--- config.mk ---
export PLATFORM = sky130hd
export DESIGN_NAME = neuron_dot_product_sigmoid
export DESIGN_NICKNAME = d
export VERILOG_FILES = /design/src/rtl/nds_pkg.sv /design/src/rtl/nds_front.sv /design/src/rtl/nds_queue.sv /design/src/rtl/nds_back.sv /design/src/rtl/neuron_dot_product_sigmoid.sv
export SDC_FILE = /design/constraint.sdc
export NUM_CORES = 2
export LEC_CHECK = 0
export ABC_CLOCK_PERIOD_IN_PS = 29800
export BUFFER_PORTS_ARGS = -buffer_cell sky130_fd_sc_hd__buf_2
export CAP_MARGIN = 20
export CORE_ASPECT_RATIO = 1.1
export CORE_UTILIZATION = 65
export CTS_CLUSTER_DIAMETER = 120
export DETAILED_ROUTE_END_ITERATION = 10
export GPL_TIMING_DRIVEN = 0
export PLACE_DENSITY = 0.82
export SETUP_SLACK_MARGIN = 0.3
export SYNTH_ARGS = -nofsm -noshare
export SYNTH_HDL_FRONTEND = slang
export SYNTH_SLANG_ARGS = --single-unit
--- constraint.sdc ---
create_clock -name aclk -period 29.8 [get_ports aclk]
set_clock_uncertainty 0.15 [all_clocks]
set_input_delay 2.98 -clock aclk [delete_from_list [all_inputs] [get_ports aclk]]
set_output_delay 2.98 -clock aclk [all_outputs]
set_load 0.01 [all_outputs]
--- src/rtl/nds_pkg.sv ---
// ============================================================================
// nds_pkg: shared types, constants and table functions
// Widths, fixed-point constants and the sigmoid curve builder used by the
// front, queue and back of the neuron.
// ============================================================================
package nds_pkg;

    localparam int IN_W     = 16;   // Q4.12 operands
    localparam int PROD_W   = 32;   // Q8.24 product
    localparam int ACC_W    = 40;   // Q16.24 accumulator
    localparam int OUT_W    = 16;   // Q0.16 activation
    localparam int P_W      = 29;   // offset sum in [0, 2^28]
    localparam int SEG_SHIFT = 28;  // fraction bits of the scaled sum

    localparam int SIGMOID_SEGMENTS_DEF = 64;
    localparam int QUEUE_DEPTH = 4;

    localparam logic signed [ACC_W-1:0] ACC_MAX   = {1'b0, {(ACC_W-1){1'b1}}};
    localparam logic signed [ACC_W-1:0] ACC_MIN   = {1'b1, {(ACC_W-1){1'b0}}};
    localparam logic signed [ACC_W-1:0] SUM_LIMIT = ACC_W'(134217728);

    // One queued product together with its end-of-vector mark.
    typedef struct packed {
        logic signed [PROD_W-1:0] product;
        logic                     last;
    } nds_item_t;

    // Queue occupancy status seen by both sides.
    typedef struct packed {
        logic full;
        logic empty;
    } nds_qstat_t;

    // Restoring division, used only while building constant tables.
    function automatic logic [63:0] udiv64(input logic [63:0] num, input logic [63:0] den);
        logic [64:0] r;
        logic [63:0] q;
        r = '0;
        q = '0;
        for (int b = 63; b >= 0; b--) begin
            r = {r[63:0], num[b]};
            if (r >= {1'b0, den}) begin
                r = r - {1'b0, den};
                q[b] = 1'b1;
            end
        end
        return q;
    endfunction

    // Sigmoid at breakpoint i of a curve with segs segments over [-8, +8].
    // e^-t is built from a truncated Taylor series of e^-(t/16), squared four times.
    function automatic logic [OUT_W-1:0] sigmoid_at(input int unsigned i,
                                                    input int unsigned segs);
        logic [63:0] mag;
        logic [63:0] u;
        logic [63:0] sum;
        logic [63:0] term;
        logic [63:0] den;
        logic [63:0] s;
        logic [63:0] one_q31;
        logic        neg;
        one_q31 = 64'd1 << 31;
        neg = (64'(i) * 64'd16) < (64'(segs) * 64'd8);
        mag = neg ? (64'(segs) * 64'd8 - 64'(i) * 64'd16)
                  : (64'(i) * 64'd16 - 64'(segs) * 64'd8);
        u    = udiv64(mag << 31, 64'(segs) * 64'd16);
        sum  = one_q31;
        term = one_q31;
        for (int k = 1; k <= 20; k++) begin
            term = udiv64((term * u) >> 31, 64'(k));
            if ((k % 2) == 1) begin
                sum = sum - term;
            end else begin
                sum = sum + term;
            end
        end
        for (int k = 0; k < 4; k++) begin
            sum = (sum * sum) >> 31;
        end
        den = one_q31 + sum;
        s   = udiv64((64'd1 << 47) + (den >> 1), den);
        return neg ? OUT_W'(64'd65536 - s) : OUT_W'(s);
    endfunction

endpackage

--- src/rtl/nds_front.sv ---
// ============================================================================
// nds_front: input beat acceptance and product formation
// Takes one sample/weight beat, forms the Q8.24 product and hands it with
// its last mark to the queue.
// ============================================================================
module nds_front (
    input  logic                            aclk,
    input  logic                            aresetn,
    input  logic                            s_valid,
    output logic                            s_ready,
    input  logic signed [nds_pkg::IN_W-1:0] s_sample_value,
    input  logic signed [nds_pkg::IN_W-1:0] s_weight_value,
    input  logic                            s_last_element,
    input  nds_pkg::nds_qstat_t             qstat,
    output logic                            push,
    output nds_pkg::nds_item_t              push_item
);
    import nds_pkg::*;

    logic                     valid_reg;
    logic signed [PROD_W-1:0] product_reg;
    logic                     last_reg;
    logic                     accept;

    // The product register frees up whenever its content moves into the queue.
    assign push    = valid_reg && !qstat.full;
    assign s_ready = !valid_reg || !qstat.full;
    assign accept  = s_valid && s_ready;

    assign push_item.product = product_reg;
    assign push_item.last    = last_reg;

    always_ff @(posedge aclk) begin
        if (!aresetn) begin
            valid_reg <= 1'b0;
        end else if (accept) begin
            valid_reg <= 1'b1;
        end else if (push) begin
            valid_reg <= 1'b0;
        end
    end

    always_ff @(posedge aclk) begin
        if (accept) begin
            product_reg <= PROD_W'(s_sample_value * s_weight_value);
            last_reg    <= s_last_element;
        end
    end

endmodule

--- src/rtl/nds_queue.sv ---
// ============================================================================
// nds_queue: short product queue
// A small FIFO that decouples product formation from accumulation.
// ============================================================================
module nds_queue (
    input  logic                aclk,
    input  logic                aresetn,
    input  logic                push,
    input  nds_pkg::nds_item_t  push_item,
    input  logic                pop,
    output nds_pkg::nds_item_t  head_item,
    output nds_pkg::nds_qstat_t qstat
);
    import nds_pkg::*;

    localparam int PTR_W = $clog2(QUEUE_DEPTH);
    localparam int CNT_W = $clog2(QUEUE_DEPTH + 1);

    nds_item_t        mem [QUEUE_DEPTH];
    logic [PTR_W-1:0] wr_ptr_reg;
    logic [PTR_W-1:0] rd_ptr_reg;
    logic [CNT_W-1:0] count_reg;

    assign qstat.full  = (count_reg == CNT_W'(QUEUE_DEPTH));
    assign qstat.empty = (count_reg == '0);
    assign head_item   = mem[rd_ptr_reg];

    always_ff @(posedge aclk) begin
        if (push) begin
            mem[wr_ptr_reg] <= push_item;
        end
    end

    always_ff @(posedge aclk) begin
        if (!aresetn) begin
            wr_ptr_reg <= '0;
            rd_ptr_reg <= '0;
            count_reg  <= '0;
        end else begin
            if (push) begin
                wr_ptr_reg <= (wr_ptr_reg == PTR_W'(QUEUE_DEPTH - 1)) ? '0 : wr_ptr_reg + 1'b1;
            end
            if (pop) begin
                rd_ptr_reg <= (rd_ptr_reg == PTR_W'(QUEUE_DEPTH - 1)) ? '0 : rd_ptr_reg + 1'b1;
            end
            if (push && !pop) begin
                count_reg <= count_reg + 1'b1;
            end else if (pop && !push) begin
                count_reg <= count_reg - 1'b1;
            end
        end
    end

endmodule

--- src/rtl/nds_back.sv ---
// ============================================================================
// nds_back: accumulation and sigmoid pipeline
// Saturating 40-bit accumulation of queued products, then clamp, segment
// scaling, table interpolation and output registering at the end of a vector.
// ============================================================================
module nds_back #(
    parameter int SIGMOID_SEGMENTS = nds_pkg::SIGMOID_SEGMENTS_DEF
) (
    input  logic                             aclk,
    input  logic                             aresetn,
    input  nds_pkg::nds_item_t               head_item,
    input  nds_pkg::nds_qstat_t              qstat,
    output logic                             pop,
    output logic                             m_valid,
    input  logic                             m_ready,
    output logic [nds_pkg::OUT_W-1:0]        m_activation,
    output logic                             m_sum_saturated
);
    import nds_pkg::*;

    localparam int IDX_W = $clog2(SIGMOID_SEGMENTS + 1);
    localparam int Q_W   = SEG_SHIFT + IDX_W;
    localparam logic [Q_W-1:0]   SEG_Q   = Q_W'(SIGMOID_SEGMENTS);
    localparam logic [IDX_W-1:0] SEG_IDX = IDX_W'(SIGMOID_SEGMENTS);
    localparam int FP_W = OUT_W + SEG_SHIFT;

    // Sigmoid breakpoints, built at elaboration.
    logic [OUT_W-1:0] curve [SIGMOID_SEGMENTS + 1];
    for (genvar g = 0; g <= SIGMOID_SEGMENTS; g++) begin : g_curve
        localparam logic [OUT_W-1:0] CV = sigmoid_at(g, SIGMOID_SEGMENTS);
        assign curve[g] = CV;
    end

    logic adv;
    assign adv = !m_valid || m_ready;
    assign pop = adv && !qstat.empty;

    // Accumulator stage.
    logic signed [ACC_W-1:0] acc_reg;
    logic                    ovf_reg;
    logic signed [ACC_W:0]   sum_wide;
    logic                    ovf_now;
    logic signed [ACC_W-1:0] acc_next;

    assign sum_wide = $signed({acc_reg[ACC_W-1], acc_reg}) + (ACC_W + 1)'(head_item.product);
    assign ovf_now  = sum_wide[ACC_W] != sum_wide[ACC_W-1];
    assign acc_next = ovf_now ? (sum_wide[ACC_W] ? ACC_MIN : ACC_MAX) : sum_wide[ACC_W-1:0];

    // Pipeline registers.
    logic                    v1_reg, v2_reg, v3_reg, v4_reg, m_valid_reg;
    logic signed [ACC_W-1:0] sum1_reg;
    logic                    sat1_reg, sat2_reg, sat3_reg, sat4_reg, m_sat_reg;
    logic [P_W-1:0]          p2_reg;
    logic [Q_W-1:0]          q3_reg;
    logic [OUT_W-1:0]        y0_4_reg;
    logic [OUT_W-1:0]        frac4_reg;
    logic [OUT_W-1:0]        act_reg;

    // Clamp to [-8, +8] and offset into [0, 2^28].
    logic                    clamp_hi, clamp_lo;
    logic signed [ACC_W-1:0] sum_c;
    logic signed [ACC_W-1:0] sum_off;
    assign clamp_hi = sum1_reg > SUM_LIMIT;
    assign clamp_lo = sum1_reg < -SUM_LIMIT;
    assign sum_c    = clamp_hi ? SUM_LIMIT : (clamp_lo ? -SUM_LIMIT : sum1_reg);
    assign sum_off  = sum_c + SUM_LIMIT;

    // Segment index and linear interpolation.
    logic [IDX_W-1:0]     idx;
    logic [IDX_W-1:0]     idx_p1;
    logic [SEG_SHIFT-1:0] rem;
    logic                 at_end;
    logic [OUT_W-1:0]     y0, y1, diff;
    logic [FP_W-1:0]      frac_prod;
    logic [FP_W-1:0]      frac_round;
    assign idx        = q3_reg[Q_W-1:SEG_SHIFT];
    assign rem        = q3_reg[SEG_SHIFT-1:0];
    assign at_end     = idx >= SEG_IDX;
    assign idx_p1     = idx + 1'b1;
    assign y0         = at_end ? curve[SIGMOID_SEGMENTS] : curve[idx];
    assign y1         = at_end ? curve[SIGMOID_SEGMENTS] : curve[idx_p1];
    assign diff       = y1 - y0;
    assign frac_prod  = FP_W'(diff) * FP_W'(rem);
    assign frac_round = frac_prod + FP_W'(1 << (SEG_SHIFT - 1));

    logic [OUT_W:0] y_sum;
    assign y_sum = {1'b0, y0_4_reg} + {1'b0, frac4_reg};

    always_ff @(posedge aclk) begin
        if (!aresetn) begin
            acc_reg     <= '0;
            ovf_reg     <= 1'b0;
            v1_reg      <= 1'b0;
            v2_reg      <= 1'b0;
            v3_reg      <= 1'b0;
            v4_reg      <= 1'b0;
            m_valid_reg <= 1'b0;
        end else begin
            if (pop) begin
                if (head_item.last) begin
                    acc_reg <= '0;
                    ovf_reg <= 1'b0;
                end else begin
                    acc_reg <= acc_next;
                    ovf_reg <= ovf_reg || ovf_now;
                end
            end
            if (adv) begin
                v1_reg      <= pop && head_item.last;
                v2_reg      <= v1_reg;
                v3_reg      <= v2_reg;
                v4_reg      <= v3_reg;
                m_valid_reg <= v4_reg;
            end
        end
    end

    always_ff @(posedge aclk) begin
        if (adv) begin
            sum1_reg  <= acc_next;
            sat1_reg  <= ovf_reg || ovf_now;
            p2_reg    <= sum_off[P_W-1:0];
            sat2_reg  <= sat1_reg || clamp_hi || clamp_lo;
            q3_reg    <= Q_W'(Q_W'(p2_reg) * SEG_Q);
            sat3_reg  <= sat2_reg;
            y0_4_reg  <= y0;
            frac4_reg <= at_end ? '0 : frac_round[FP_W-1:SEG_SHIFT];
            sat4_reg  <= sat3_reg;
            act_reg   <= y_sum[OUT_W] ? {OUT_W{1'b1}} : y_sum[OUT_W-1:0];
            m_sat_reg <= sat4_reg;
        end
    end

    assign m_valid         = m_valid_reg;
    assign m_activation    = act_reg;
    assign m_sum_saturated = m_sat_reg;

endmodule

--- src/rtl/neuron_dot_product_sigmoid.sv ---
// ============================================================================
// neuron_dot_product_sigmoid: one neuron's forward pass
// Weighted sum of Q4.12 sample/weight beats into a saturating accumulator,
// followed by a table-interpolated logistic sigmoid per vector.
// ============================================================================
// The block takes one sample/weight beat per clock cycle for as long as the
// result side keeps up, and returns one Q0.16 activation beat for each beat
// that carries last_element. Each input beat is multiplied in the front into
// a Q8.24 product, which waits in a four-entry queue until the single
// accumulator stage folds it into the 40-bit saturating sum; that one
// multiply-accumulate per cycle sets the sustained rate of one beat per cycle.
// After the last beat of a vector the sum is clamped to plus or minus 8,
// scaled onto the sigmoid segment table and linearly interpolated over four
// further stages, the last of which is the output register, while the next
// vector already accumulates.
// sum_saturated is high when the accumulator hit its limit at any point of
// that vector or the final sum lay outside plus or minus 8. A held result
// stalls the back part; the queue and front register then absorb up to five
// beats before s_ready drops. The sigmoid table has SIGMOID_SEGMENTS segments
// and is built when the design elaborates; no vector length is enforced.
// ============================================================================
module neuron_dot_product_sigmoid #(
    parameter int SIGMOID_SEGMENTS = nds_pkg::SIGMOID_SEGMENTS_DEF
) (
    input  logic                            aclk,
    input  logic                            aresetn,
    input  logic                            s_valid,
    output logic                            s_ready,
    input  logic signed [nds_pkg::IN_W-1:0] s_sample_value,
    input  logic signed [nds_pkg::IN_W-1:0] s_weight_value,
    input  logic                            s_last_element,
    output logic                            m_valid,
    input  logic                            m_ready,
    output logic [nds_pkg::OUT_W-1:0]       m_activation,
    output logic                            m_sum_saturated
);
    import nds_pkg::*;

    // Front to queue.
    logic       push;
    nds_item_t  push_item;
    // Queue to back.
    logic       pop;
    nds_item_t  head_item;
    nds_qstat_t qstat;

    // Front: accepts each beat and forms its product.
    nds_front u_front (
        .aclk           (aclk),
        .aresetn        (aresetn),
        .s_valid        (s_valid),
        .s_ready        (s_ready),
        .s_sample_value (s_sample_value),
        .s_weight_value (s_weight_value),
        .s_last_element (s_last_element),
        .qstat          (qstat),
        .push           (push),
        .push_item      (push_item)
    );

    // Queue: lets the front keep taking beats while the back is stalled.
    nds_queue u_queue (
        .aclk      (aclk),
        .aresetn   (aresetn),
        .push      (push),
        .push_item (push_item),
        .pop       (pop),
        .head_item (head_item),
        .qstat     (qstat)
    );

    // Back: accumulation, clamp, table lookup and the output register.
    nds_back #(
        .SIGMOID_SEGMENTS (SIGMOID_SEGMENTS)
    ) u_back (
        .aclk            (aclk),
        .aresetn         (aresetn),
        .head_item       (head_item),
        .qstat           (qstat),
        .pop             (pop),
        .m_valid         (m_valid),
        .m_ready         (m_ready),
        .m_activation    (m_activation),
        .m_sum_saturated (m_sum_saturated)
    );

    // The front never pushes into a full queue.
    assert property (@(posedge aclk) disable iff (!aresetn) push |-> !qstat.full)
        else $error("product pushed into a full queue");

    // The back never pops an empty queue.
    assert property (@(posedge aclk) disable iff (!aresetn) pop |-> !qstat.empty)
        else $error("product popped from an empty queue");

    // A result can follow a popped item only once the pipeline has drained it:
    // no result is shown in the cycle right after reset.
    assert property (@(posedge aclk) !aresetn |=> !m_valid)
        else $error("result valid directly after reset");

endmodule

[Word level (Yosys, flattened, before mapping)]
Memories as Yosys holds them, arrays and structs flattened. A register that Yosys moved wholly into a read port is not among the register bits.
Index checks and enable logic that the tools add are counted.
Operators by class
  reductions and logical operators: 20
  multipliers: 2
  equality and inequality tests: 4
  bitwise gates (word level): 2
  multiplexer cells: 22
  order comparisons: 5
  add/sub/neg operators: 10
Operators with widths (number)
  2-to-1 mux 40 bit: 3
  2-to-1 mux 16 bit: 6
  2-to-1 mux 29 bit: 2
  adder 44 x 28 -> 44 bit, second input constant: 1
  adder 40 x 32 -> 41 bit: 1
  > comparator 40 x 29 -> 1 bit, second input constant: 1
  less-than comparator 40 x 28 -> 1 bit, second input constant: 1
  multiplier 16 x 22 -> 38 bit: 1
  multiplier 16 x 16 -> 32 bit: 1
  adder 29 bit, second input constant: 1
  adder 16 x 16 -> 17 bit: 1
  greater-or-equal comparator 8 bit, second input constant: 2
  inverter 7 -> 8 bit: 2
  subtractor 16 bit: 1
  2-to-1 mux 2 bit: 4
  adder 7 x 1 -> 7 bit, second input constant: 1
  greater-or-equal comparator 7 bit, second input constant: 1
  logical AND 1 bit: 6
  zero test 1 bit: 6
  2-to-1 mux 3 bit: 2
  logical OR 1 bit: 5
  2-to-1 mux 1 bit: 5
  adder 2 x 1 -> 2 bit, second input constant: 2
  == test 2 bit, second input constant: 2
  other kinds (6): 7
Storage, ports and cells
  input port bits: 37
  register bits: 238
  output and inout port bits: 19
  memory bits (writable): 132
  logic and storage cells: 92
  memories kept: 3
  memory bits (read-only): 4096
Memory list
  (name not given): depth 128, bits a word 16, rd ports 1, clocked after Yosys merged registers in 0, wr ports 0, line nds_back.sv:80  | assign y0 = at_end ? curve[SIGMOID_SEGMENTS] : curve[idx];
  (name not given): depth 128, bits a word 16, rd ports 1, clocked after Yosys merged registers in 0, wr ports 0, line nds_back.sv:81  | assign y1 = at_end ? curve[SIGMOID_SEGMENTS] : curve[idx_p1];
  u_queue.mem: depth 4, bits a word 33, rd ports 1, clocked after Yosys merged registers in 1, wr ports 1, line nds_queue.sv:19  | nds_item_t mem [QUEUE_DEPTH];

[Logic depth before layout (Yosys ltp)]
  depth after elaboration: 9
  depth in mapped cells: 51
  depth with buffers taken out: 46

[Hierarchy]
From an unflattened synthesis, not the netlist that was laid out.
Unflattened totals
  cell total of the unflattened synthesis: 4053
  area, all modules: 40407.5 um^2
Modules (own cells, without submodules)
  nds_back: sequential area each 5455.2 um^2, instances 1, cells an instance 2721, area an instance 24262.0 um^2
  nds_front: sequential area each 1011.0 um^2, instances 1, cells an instance 1115, area an instance 10879.2 um^2
  nds_queue: sequential area each 4144.0 um^2, instances 1, cells an instance 217, area an instance 5266.3 um^2

[Worst setup path before layout]
OpenSTA, ideal clock, no wires.
  path type: register -> register
  from: register u_back.q3_reg[30]
  to: register u_back.frac4_reg[12], data pin
  data required time: 29.503 ns
  arrival: 11.024 ns
  slack: 18.480 ns
  period minus slack after synthesis: 11.320 ns
  stages on the path, launching flop included: 45
  path buffers: 7
  setup time: 0.147 ns
  cell sequence: edfxtp_1 -> clkbuf_1 -> inv_1 -> clkbuf_1 -> clkbuf_1 -> ha_1 -> clkbuf_1 -> clkbuf_1 -> clkbuf_1 -> nor2_1 -> a211oi_1 -> o21ai_0 -> a21oi_1 -> ha_1 -> nor2b_1 -> o21ai_0 -> a21boi_0 -> o21ai_0 -> [9 not listed] -> inv_1 -> fa_1 -> fa_1 -> fa_1 -> inv_1 -> fa_1 -> inv_1 -> ha_1 -> o21ai_0 -> o21bai_1 -> o211a_1 -> o211a_1 -> a221oi_1 -> xnor2_1 -> and4_1 -> nand4_2 -> or4_1 -> a21oi_1
Between the ends
  cells in the longest elaborated chain, start to end: 9
  elaborated cells between the ends (all ways): 15
  those cells by class: 3 x add/sub; 1 x mul; 1 x order compare; 6 x mux; 2 x bitwise; 2 x memory
RTL lines
  from (decl): line nds_back.sv:54  | logic [Q_W-1:0] q3_reg;
  from (signal assigned): line nds_back.sv:124  | q3_reg <= Q_W'(Q_W'(p2_reg) * SEG_Q);
  adder 7 x 1 -> 7 bit: line nds_back.sv:79  | assign idx_p1 = idx + 1'b1;
  inverter 7 -> 8 bit (not written as such): line nds_back.sv:81
  memory read (128 x 16 bit)
  2-to-1 mux 16 bit (not written as such) (2 in a row): line nds_back.sv:81
  2-to-1 mux 16 bit: line nds_back.sv:81
  subtractor 16 bit: line nds_back.sv:82  | assign diff = y1 - y0;
  multiplier 16 x 22 -> 38 bit: line nds_back.sv:83  | assign frac_prod = FP_W'(diff) * FP_W'(rem);
  adder 44 x 28 -> 44 bit: line nds_back.sv:84  | assign frac_round = frac_prod + FP_W'(1 << (SEG_SHIFT - 1));
  to (signal assigned): line nds_back.sv:127  | frac4_reg <= at_end ? '0 : frac_round[FP_W-1:SEG_SHIFT];
  to (decl): line nds_back.sv:56  | logic [OUT_W-1:0] frac4_reg;
Several ways; a longest one is shown, not always the timed one. The select of a mux whose other input is x is not followed.
A chain may end at the register's enable or synchronous reset.

[Final worst setup path]
Ends and elaborated chain as after synthesis.

==> impl_metrics.csv <==
group,metric,value,unit
outcome,status,"completed",
floorplan,rows,96,
timing,final.min_clock_period,14.92,ns
yosys,post_synth_num_cell_types,93,
yosys,synth-main-ff-cell,"edfxtp_1",
clock_tree,cts_setup_buffers,0,
yosys,syn_nets,5121,
worst_setup_path,cp_common_cell,"clkbuf_1",
clock_tree,cts_htree_levels,2,
yosys,yosysTopAreaCell,"fa_1",
worst_setup_path,worst_setup_path_start_kind,"flip-flop",
clock_tree,root_buffer,"clkbuf_16",
worst_setup_path,end_kind,"flip-flop",
floorplan,fp.dieH,267,um
clock_tree,cts.clk_slew.worst_paths,0.06,ns
clock_tree,cts_made_buffers,37,
clock_tree,cts.repair.resized,0,
drt,num_vias,32400,
yosys,ys_async_sr_fraction,0,
grt,overflow,0,
yosys,synth_edf_count,316,
cells_and_area,drive_gt1_frac,0.0424,
timing,hold_viol_final,0,
clock_tree,holdBufCountCts,0,
grt,track_usage,0.363,
yosys,ys_ff_latch,372,
clock_tree,clk_latency,0.55,ns
cells_and_area,areaGrowthSynthToFinish,6.45,%
timing,fmax,0.0670,GHz
drt,wl_per_cell,22.1,um
yosys,yosysMostFrequentCell,"inv_1",
worst_setup_path,cpMaxStageDelayCell,"a221oi_1",
clock_tree,cts_sinks,372,
clock_tree,cts_buffer_depth,3,
cells_and_area,fill_cells,4707,
cells_and_area,fin_nets,5223,
yosys,synth-warning-count,0,
floorplan,initial_core_util,0.661,
placed_design,port_buffers,55,
timing,tightest_slew,1.16,ns
floorplan,io_pins,56,
worst_hold_path,hp-class,"reg -> reg",
yosys,synthTopCellsByCount,"inv_1 (675), fa_1 (543), nand2_1 (500), edfxtp_1 (316), ha_1 (285)",
yosys,synth.avg_cell_area,9.76,um^2
worst_setup_path,cp_data_arrival_time,15.13,ns
grt,grt_pass1_wl,181,mm
yosys,synth-seq-area-share,0.255,
grt,grt_max_degree,112,
worst_setup_path,crit_type,"reg -> reg",
drt,wl,115,mm
run,cap_violations,0,
drt,first_pass_iters,7,
grt,antenna_found_initial,1,
yosys,synth.top_cell.area_share,0.262,
timing,slew_violations,0,
timing,setup-violations-final,0,
floorplan,die_w,243,um
yosys,mappedNetlistArea,41500,um^2
worst_setup_path,path_buf_inv,11,
cells_and_area,largest_reg_flops,132,
worst_setup_path,critPathRequiredTime,30.01,ns
drt,drc,0,
floorplan,dieArea,64900,um^2
worst_setup_path,r2r_setup_slack,14.88,ns
worst_setup_path,critical-path-top-delay-family,"adder cells",
drt,ant_nets,0,
worst_setup_path,slowest_delay,0.87,ns
timing,fin_crit_sh,0.501,
timing,fin_tns_setup,0,ns
floorplan,core,62800,um^2
yosys,synthTopCellsByArea,"fa_1 (26%), edfxtp_1 (23%), ha_1 (8.6%)",
clock_tree,cts_tree,"built",
placed_design,post-dp-hpwl,90.0,mm
grt,grt_pass1_vias,33500,
placed_design,gp_congestion,1.02,
worst_setup_path,critPathMaxFanout,13,
timing,rsz0062_at_grt,"false",
drt,routed_via_density,6.20,
yosys,syn_inst,4256,
timing,relSlewSlack,0.220,
drt,drt-initial-drc-count,3204,
[metal layers]
| metal | GRT usage | routed length, um | up-vias |
|---|---|---|---|
| met5 | 0 | 0 | - |
| li1 | - | - | 14400 |
| met2 | 0.616 | 56100 | 1711 |
| met1 | 0.448 | 42500 | 15900 |
| met4 | 0.202 | 7170 | 0 |
| met3 | 0.0536 | 9590 | 406 |
[cell usage in the layout, fill, tap and decap left out, drive strengths merged, types with 37 or more instances in the layout]
cell	instances
nor3	42
xor2	37
a21oi	170
a211oi	42
nand2	500
nand3	68
o21ai	145
nand2b	62
edfxtp	316
nand4	62
nor2b	67
a31oi	45
dfxtp	56
clkbuf	277
nor4b	47
fa	543
nor2	135
inv	678
buf	79
xnor2	84
ha	285
and2	201
a21o	49
[cell families after synthesis]
group / count (synthesis) / synth area share
mux: 45 / 0.0214
compound gates: 693 / 0.111
simple gates: 1275 / 0.155
flops: 372 / 0.255
buf+inv: 921 / 0.0834
xor+xnor: 121 / 0.0255
fa+ha+maj: 829 / 0.348
[cell type report]
| class | count | area, um^2 | area share |
|---|---|---|---|
| Buffer | 243 | 921 | 0.0208 |
| Antenna cell | 1 | 2.50 | 0.0000566 |
| Sequential cell | 372 | 10600 | 0.240 |
| Multi-Input combinational cell | 2963 | 27500 | 0.622 |
| Timing Repair Buffer | 63 | 413 | 0.00934 |
| Inverter | 678 | 2550 | 0.0577 |
| Clock buffer | 50 | 1010 | 0.0227 |
| Tap cell | 833 | 1040 | 0.0236 |
| Clock inverter | 18 | 193 | 0.00436 |
[per-stage QoR]
step / hold WS [ns] / instance area (um^2) / util / std cells / worst slack [ns]
4_1_cts: 0.266 / 44200 / 0.704 / 5220 / 15.34
5_1_grt: 0.273 / 44200 / 0.704 / 5220 / 14.32
2_1_floorplan: 0.250 / 41500 / - / 4256 / 18.48
3_3_place_gp: 0.250 / 42900 / 0.682 / 5144 / 15.06
3_5_place_dp: 0.255 / 43000 / 0.685 / 5152 / 15.49
6_report: 0.268 / 44200 / 0.704 / 5221 / 14.88
[worst paths after layout]
| kind | startpoint | end | depth (start not counted) |
|---|---|---|---|
| worst max-delay path | u_back.q3_reg[30] | u_back.frac4_reg[12] | 43 |
| worst min-delay path | u_back.p2_reg[18] | u_back.q3_reg[24] | 0 |
| worst max register to register | u_back.q3_reg[30] | u_back.frac4_reg[12] | 43 |
| worst min register to register | u_back.p2_reg[18] | u_back.q3_reg[24] | 0 |
Power is left out: the tool's default activity adds up to more than one toggle a clock period on the data nets, which glitch-free logic cannot reach.
